<file path="src/lsia_pkg.sv">
// Shared constants for the LIFO stack with indexed access: field widths,
// stream bit positions, opcodes and status codes. No dependencies.
package lsia_pkg;

   localparam int OPCODE_W   = 3;
   localparam int VALUE_W    = 32;
   localparam int POSITION_W = 4;
   localparam int STATUS_W   = 2;
   localparam int COUNT_W    = 5;

   localparam int REQ_TDATA_W = 40;
   localparam int RSP_TDATA_W = 40;

   localparam int REQ_OPCODE_LSB   = 0;
   localparam int REQ_VALUE_LSB    = REQ_OPCODE_LSB + OPCODE_W;
   localparam int REQ_POSITION_LSB = REQ_VALUE_LSB + VALUE_W;
   localparam int REQ_USED_W       = REQ_POSITION_LSB + POSITION_W;

   localparam int RSP_USED_W = VALUE_W + STATUS_W + COUNT_W;

   localparam logic [OPCODE_W-1:0] OP_PUSH   = 3'd0;
   localparam logic [OPCODE_W-1:0] OP_POP    = 3'd1;
   localparam logic [OPCODE_W-1:0] OP_REMOVE = 3'd2;
   localparam logic [OPCODE_W-1:0] OP_PEEK   = 3'd3;
   localparam logic [OPCODE_W-1:0] OP_READ   = 3'd4;

   localparam logic [STATUS_W-1:0] ST_OK        = 2'd0;
   localparam logic [STATUS_W-1:0] ST_NOT_FOUND = 2'd1;
   localparam logic [STATUS_W-1:0] ST_FULL      = 2'd2;

endpackage

</file>
<file path="src/lifo_stack_with_indexed_access_core.sv">
// LIFO stack with indexed access: sequencer, entry count and result register.
// Push, and any request that finds no entry, passes through S_FINISH to its result;
// pop, peek and read pass S_FETCH first; remove also moves any entries above it down
// in S_SHIFT, one entry per cycle, through the RAM write port. One request is worked at a
// time, the next transfer is taken once the result is posted, and a stalled result holds it.
// Synchronous active-high reset empties the stack and drops any pending result.
module lifo_stack_with_indexed_access_core import lsia_pkg::*; #(
   parameter int DEPTH      = 16,
   parameter int DATA_WIDTH = 32
) (
   input  logic                   clock,
   input  logic                   reset,
   input  logic                   req_tvalid,
   output logic                   req_tready,
   // opcode[2:0], push_value[34:3], position[38:35], zero pad
   input  logic [REQ_TDATA_W-1:0] req_tdata,
   output logic                   rsp_tvalid,
   input  logic                   rsp_tready,
   // value[31:0], status[33:32], count[38:34], zero pad
   output logic [RSP_TDATA_W-1:0] rsp_tdata
);

   localparam int AW    = (DEPTH > 1) ? $clog2(DEPTH) : 1;
   localparam int CW    = $clog2(DEPTH + 1);
   localparam int CMP_W = (CW > POSITION_W) ? CW : POSITION_W;

   typedef enum logic [1:0] {
      S_IDLE,
      S_FETCH,
      S_SHIFT,
      S_FINISH
   } state_type;

   state_type               state_ff, state_in;
   logic [CW-1:0]           count_ff, count_in;
   logic [AW-1:0]           pos_ff, pos_in;
   logic [AW-1:0]           k_ff, k_in;
   logic                    remove_ff, remove_in;
   logic [DATA_WIDTH-1:0]   res_value_ff, res_value_in;
   logic [STATUS_W-1:0]     res_status_ff, res_status_in;
   logic                    rsp_tvalid_ff, rsp_tvalid_in;
   logic [VALUE_W-1:0]      rsp_value_ff, rsp_value_in;
   logic [STATUS_W-1:0]     rsp_status_ff, rsp_status_in;
   logic [COUNT_W-1:0]      rsp_count_ff, rsp_count_in;

   logic                    req_accept;
   logic [OPCODE_W-1:0]     req_opcode;
   logic [VALUE_W-1:0]      req_push_value;
   logic [POSITION_W-1:0]   req_position;
   logic                    pos_missing;

   logic                    mem_wr_en;
   logic [AW-1:0]           mem_wr_addr;
   logic [DATA_WIDTH-1:0]   mem_wr_data;
   logic [AW-1:0]           mem_rd_addr;
   logic [DATA_WIDTH-1:0]   mem_rd_data;

   assign req_opcode     = req_tdata[REQ_OPCODE_LSB +: OPCODE_W];
   assign req_push_value = req_tdata[REQ_VALUE_LSB +: VALUE_W];
   assign req_position   = req_tdata[REQ_POSITION_LSB +: POSITION_W];
   assign req_tready     = (state_ff == S_IDLE);
   assign req_accept     = req_tvalid && req_tready;
   assign pos_missing    = CMP_W'(req_position) >= CMP_W'(count_ff);

   lsia_ram #(
      .DEPTH      (DEPTH),
      .DATA_WIDTH (DATA_WIDTH),
      .ADDR_W     (AW)
   ) u_ram (
      .clock   (clock),
      .wr_en   (mem_wr_en),
      .wr_addr (mem_wr_addr),
      .wr_data (mem_wr_data),
      .rd_addr (mem_rd_addr),
      .rd_data (mem_rd_data)
   );

   always_comb begin
      state_in      = state_ff;
      count_in      = count_ff;
      pos_in        = pos_ff;
      k_in          = k_ff;
      remove_in     = remove_ff;
      res_value_in  = res_value_ff;
      res_status_in = res_status_ff;
      rsp_tvalid_in = rsp_tvalid_ff && !rsp_tready;
      rsp_value_in  = rsp_value_ff;
      rsp_status_in = rsp_status_ff;
      rsp_count_in  = rsp_count_ff;
      mem_wr_en     = 1'b0;
      mem_wr_addr   = AW'(count_ff);
      mem_wr_data   = DATA_WIDTH'(req_push_value);
      mem_rd_addr   = AW'(count_ff - CW'(1));

      case (state_ff)
         S_IDLE: begin
            if ((req_opcode == OP_READ) || (req_opcode == OP_REMOVE)) begin
               mem_rd_addr = AW'(req_position);
            end
            if (req_accept) begin
               pos_in        = AW'(req_position);
               remove_in     = (req_opcode == OP_REMOVE);
               res_value_in  = '0;
               res_status_in = ST_NOT_FOUND;
               state_in      = S_FINISH;
               case (req_opcode)
                  OP_PUSH: begin
                     if (count_ff == CW'(DEPTH)) begin
                        res_status_in = ST_FULL;
                     end else begin
                        mem_wr_en     = 1'b1;
                        count_in      = count_ff + CW'(1);
                        res_status_in = ST_OK;
                     end
                  end
                  OP_POP: begin
                     if (count_ff != '0) begin
                        count_in = count_ff - CW'(1);
                        state_in = S_FETCH;
                     end
                  end
                  OP_PEEK: begin
                     if (count_ff != '0) begin
                        state_in = S_FETCH;
                     end
                  end
                  OP_REMOVE: begin
                     if (!pos_missing) begin
                        count_in = count_ff - CW'(1);
                        state_in = S_FETCH;
                     end
                  end
                  OP_READ: begin
                     if (!pos_missing) begin
                        state_in = S_FETCH;
                     end
                  end
                  default: begin
                     state_in = S_FINISH;
                  end
               endcase
            end
         end
         S_FETCH: begin
            res_value_in  = mem_rd_data;
            res_status_in = ST_OK;
            mem_rd_addr   = AW'(pos_ff + AW'(1));
            k_in          = pos_ff;
            if (remove_ff && (CW'(pos_ff) < count_ff)) begin
               state_in = S_SHIFT;
            end else begin
               state_in = S_FINISH;
            end
         end
         S_SHIFT: begin
            mem_wr_en   = 1'b1;
            mem_wr_addr = k_ff;
            mem_wr_data = mem_rd_data;
            mem_rd_addr = AW'({1'b0, k_ff} + (AW + 1)'(2));
            if ((CW'(k_ff) + CW'(1)) < count_ff) begin
               k_in = k_ff + AW'(1);
            end else begin
               state_in = S_FINISH;
            end
         end
         S_FINISH: begin
            if (!rsp_tvalid_ff || rsp_tready) begin
               rsp_tvalid_in = 1'b1;
               rsp_value_in  = VALUE_W'(res_value_ff);
               rsp_status_in = res_status_ff;
               rsp_count_in  = COUNT_W'(count_ff);
               state_in      = S_IDLE;
            end
         end
         default: begin
            state_in = S_IDLE;
         end
      endcase
   end

   always_ff @(posedge clock) begin
      if (reset) begin
         state_ff      <= S_IDLE;
         count_ff      <= '0;
         rsp_tvalid_ff <= 1'b0;
      end else begin
         state_ff      <= state_in;
         count_ff      <= count_in;
         rsp_tvalid_ff <= rsp_tvalid_in;
      end
      pos_ff        <= pos_in;
      k_ff          <= k_in;
      remove_ff     <= remove_in;
      res_value_ff  <= res_value_in;
      res_status_ff <= res_status_in;
      rsp_value_ff  <= rsp_value_in;
      rsp_status_ff <= rsp_status_in;
      rsp_count_ff  <= rsp_count_in;
   end

   assign rsp_tvalid = rsp_tvalid_ff;
   assign rsp_tdata  = {(RSP_TDATA_W - RSP_USED_W)'(0), rsp_count_ff, rsp_status_ff,
                        rsp_value_ff};

   a_count_bounded: assert property (@(posedge clock) disable iff (reset)
      count_ff <= CW'(DEPTH))
      else $error("Entry count exceeds the stack depth.");

   a_busy_after_accept: assert property (@(posedge clock) disable iff (reset)
      req_accept |=> (state_ff != S_IDLE))
      else $error("Sequencer returned to idle in the cycle after a transfer.");

   a_shift_in_range: assert property (@(posedge clock) disable iff (reset)
      (state_ff == S_SHIFT) |-> (CW'(k_ff) < count_ff))
      else $error("Gap closing writes above the held entries.");

   a_write_source: assert property (@(posedge clock) disable iff (reset)
      mem_wr_en |-> ((state_ff == S_SHIFT) || (req_accept && (req_opcode == OP_PUSH))))
      else $error("Entry RAM written outside a push or a gap closing step.");

endmodule

</file>
<file path="src/lsia_ram.sv">
// Entry store of the LIFO stack: one write port and one read port with
// registered read data. Does not depend on lsia_pkg.
module lsia_ram #(
   parameter int DEPTH      = 16,
   parameter int DATA_WIDTH = 32,
   parameter int ADDR_W     = 4
) (
   input  logic                  clock,
   input  logic                  wr_en,
   input  logic [ADDR_W-1:0]     wr_addr,
   input  logic [DATA_WIDTH-1:0] wr_data,
   input  logic [ADDR_W-1:0]     rd_addr,
   output logic [DATA_WIDTH-1:0] rd_data
);

   logic [DATA_WIDTH-1:0] mem [DEPTH];
   logic [DATA_WIDTH-1:0] rd_data_ff;

   always_ff @(posedge clock) begin
      if (wr_en) begin
         mem[wr_addr] <= wr_data;
      end
      rd_data_ff <= mem[rd_addr];
   end

   assign rd_data = rd_data_ff;

endmodule
</file>
<file path="config.mk">
export PLATFORM = sky130hd
export DESIGN_NAME = lifo_stack_with_indexed_access_core
export DESIGN_NICKNAME = d
export VERILOG_FILES = /design/src/lsia_pkg.sv /design/src/lifo_stack_with_indexed_access_core.sv /design/src/lsia_ram.sv
export SDC_FILE = /design/constraint.sdc
export NUM_CORES = 1
export LEC_CHECK = 0
export BUFFER_PORTS_ARGS = -buffer_cell sky130_fd_sc_hd__buf_2
export CELL_PAD_IN_SITES_DETAIL_PLACEMENT = 1
export CELL_PAD_IN_SITES_GLOBAL_PLACEMENT = 2
export CORE_MARGIN = 1.5
export CORE_UTILIZATION = 47
export CTS_CLUSTER_SIZE = 25
export DETAILED_ROUTE_END_ITERATION = 10
export GPL_TIMING_DRIVEN = 0
export PLACE_DENSITY = 0.82
export SLEW_MARGIN = 20
export SYNTH_ARGS = -nofsm -noshare
export SYNTH_HDL_FRONTEND = slang
export SYNTH_SLANG_ARGS = --single-unit
</file>
<file path="constraint.sdc">
create_clock -name clock -period 5 [get_ports clock]
set_input_delay 1 -clock clock [delete_from_list [all_inputs] [get_ports clock]]
set_output_delay 1 -clock clock [all_outputs]
set_load 0.01 [all_outputs]
</file>
==> results by group <==
Outcome
  • Status: finished, final reports clean

Final layout
  • Area Overhead vs Synth: 15.5%
  • Most frequent cells in the layout: edfxtp_1, mux2i_1, buf_2
  • Final std cells w/o fill: 2402
  • # diodes: 0
  • Fill count: 4927
  • Area occupied by multi-input gates: 0.00641 mm²
  • Share of layout cells above drive strength 1: 0.222
  • Sequential Area: 0.0186 mm²
  • Nets: 1723
  • Most common cell after layout, fill and taps aside: edfxtp_1

Synthesis
  • Yosys warnings: 0
  • Seq/Total Area, Yosys: 0.728
  • Top cell type's share of synthesized area: 0.697
  • Dominant synthesized flop cell: edfxtp_1
  • Net Count, Synth: 1554
  • Largest cells by area after synthesis: edfxtp_1, mux2i_1, mux2_2, dfxtp_1, a221oi_2
  • Post-synth top area cell: edfxtp_1
  • Library cells used by synthesis: 58
  • Asr flop ratio synth: 0
  • EDFF count, synth: 594
  • Syn avg cell area: 17.2 µm²
  • Synthesized cell area: 0.0256 mm²
  • Mapped Cells: 1489
  • #FFs+latches synth: 634

Die
  • I/O pin cnt: 86
  • Total core area: 0.0538 mm²
  • Die Ht: 236 µm
  • Core Rows: 85
  • Die ar.: 0.0559 mm²
  • Initial Util: 0.476
  • Die width: 236 µm

Global routing
  • Global Route Usage Sum: 0.234
  • Vias in the first global route: 14.8k
  • GRT overflow: 0
  • First-pass GRT wire length: 95600 µm
  • Largest net degree at the start of global routing: 22
  • Initial antenna violation count: 3

Timing
  • Final worst-path cycle share: 0.777
  • Max-slew violations: 0
  • Slew @ Worst Pin: 1.01 ns
  • Clock skew: 0.0140 ns
  • Fin crit period: 3.89 ns
  • RSZ-0062 raised after global routing: no
  • Setup-failing EPs final: 0
  • Fmax: 257 MHz
  • Slew headroom: 0.321
  • Setup TNS: 0 ns
  • Fin. Hold Viols: 0

Worst hold path
  • Depth of the worst hold-timing path: 0
  • Hold Path Class: reg -> reg

Route
  • Number of routed nets with antenna violations: 0
  • Vias per cell: 5.74
  • Via count: 13.8k
  • WL per Instance: 26.9 µm
  • DRC violations left: 0
  • Total length of routed wires: 64600 µm
  • DR pass1 iterations: 5
  • Initial DRC count: 1039

Worst setup path
  • Startpoint Class: flip-flop
  • Register-to-Register Path Depth: 12
  • Crit Path Max Fanout: 10
  • Worst path arrival time: 4.35 ns
  • Crit path capture type: flip-flop
  • Worst Path Required: 5.47 ns
  • Setup CP Type: reg -> reg

Place
  • Cells after DPL: 2285
  • Hpwl dp: 42700 µm
  • Port Buf Inserts: 80
  • Final estimated routing congestion in global placement: 0.817

Clocking
  • Post-CTS resize count: 0
  • Maximum clock path buffer count: 3
  • Hold buffers post-CTS: 0
  • CTS tree: done
  • H-tree depth: 3
  • Clock Pin Slew Worst Setup and Hold Paths: 0.06 ns
  • Worst-Skew Late Latency: 0.59 ns
  • Sink Count: 634
  • CTS Buf Count: 67
  • Post-CTS Setup Inserts: 0
  • Clock root buffer: clkbuf_16

Flow run
  • Max Cap Viol: 0

Power and ir drop
  • PwrDens: 672 mW/mm²
  • Total power draw: 19900 µW
  • Leakage: 0.0105 µW
  • Max IR drop VDD: 0.000373 V
## per-stage QoR
step / setup WS (ns) / util / instance area [µm²] / hold slack, ns
global placement: -2.03 / 0.499 / 26900 / 0.401
detailed placement: 1.06 / 0.511 / 27500 / 0.406
global route: 0.842 / 0.549 / 29600 / 0.423
CTS: 1.16 / 0.549 / 29600 / 0.414
floorplan: 1.17 / - / 25600 / 0.400
finish: 1.11 / 0.549 / 29600 / 0.413
## cells by family after synthesis
kind of cell | share of synthesized area
AOI/OAI and AO/OA | 0.0539
DFF | 0.728
buffers and inverters | 0.0268
and+or+nand+nor | 0.0327
xor gates and xnor gates | 0.00406
adders and majority gates | 0.0103
other | 0.000146
muxes | 0.144
## report_power, final
| group | total [µW] | internal [µW] | switching (µW) | leakage [µW] |
|---|---|---|---|---|
| logic | 7920 | 2960 | 4960 | 0.00381 |
| registers | 7200 | 6990 | 213 | 0.00572 |
| clock network | 4750 | 2750 | 1990 | 0.00102 |
## routing by layer
layer	vias up	global-route usage	share of wire
li1	6108	-	-
met1	7202	0.303	0.42
met2	356	0.407	0.51
met3	108	0.0317	0.044
met4	2	0.0760	0.025
met5	-	0	0.00020
## critical path, cell delays in order (launching register included)
cell      delay, ns
dfxtp_1        0.34
inv_1          0.11
ha_1           0.15
clkbuf_1       0.37
inv_1          0.26
o21ai_0        0.29
a31oi_1        0.07
o22a_1         0.39
buf_2          0.30
nand2b_1       0.21
clkbuf_1       0.70
o22ai_1        0.23
a221oi_2       0.32
## final timing paths
path / start / endpoint / slack (ns)
worst max-delay path: state_ff[0] / u_ram.rd_data[17] / 1.11
worst min-delay path: res_value_ff[27] / rsp_value_ff[27] / 0.41
worst max register to register: state_ff[0] / u_ram.rd_data[17] / 1.11
worst min register to register: res_value_ff[27] / rsp_value_ff[27] / 0.41
## layout make-up
class	count	area share
tap	696	0.0295
multi-input combinational	755	0.217
clock inverter	28	0.00732
timing repair buffer	100	0.0299
sequential	634	0.630
buffer	82	0.0209
clock buffer	89	0.0627
inverter	18	0.00229
## cells in the mapped netlist (all sizes together), types with 2 or more instances
cell      n
edfxtp  594
mux2i   257
mux2     99
nand2    87
o21ai    79
buf      53
dfxtp    40
nor2     38
o22ai    34
a221oi   32
and2     32
clkbuf   29
ha       21
inv      18
xnor2     9
a21oi     7
nor3      7
a21o      6
nand2b    6
nand3     3
o32a      3
or2       3
a211oi    2
a311oi    2
nor2b     2
nor3b     2
o22a      2
o31ai     2
o32ai     2
xor2      2
## registers in the layout, summed over array words and instances, names as in the netlist, 4 cells and up
signal and count:
count_ff 5, k_ff 4, pos_ff 4, res_value_ff 32
rsp_count_ff 5, rsp_value_ff 32, u_ram.mem 512, u_ram.rd_data 32
Note: power is estimated with default switching activity, not from simulation.
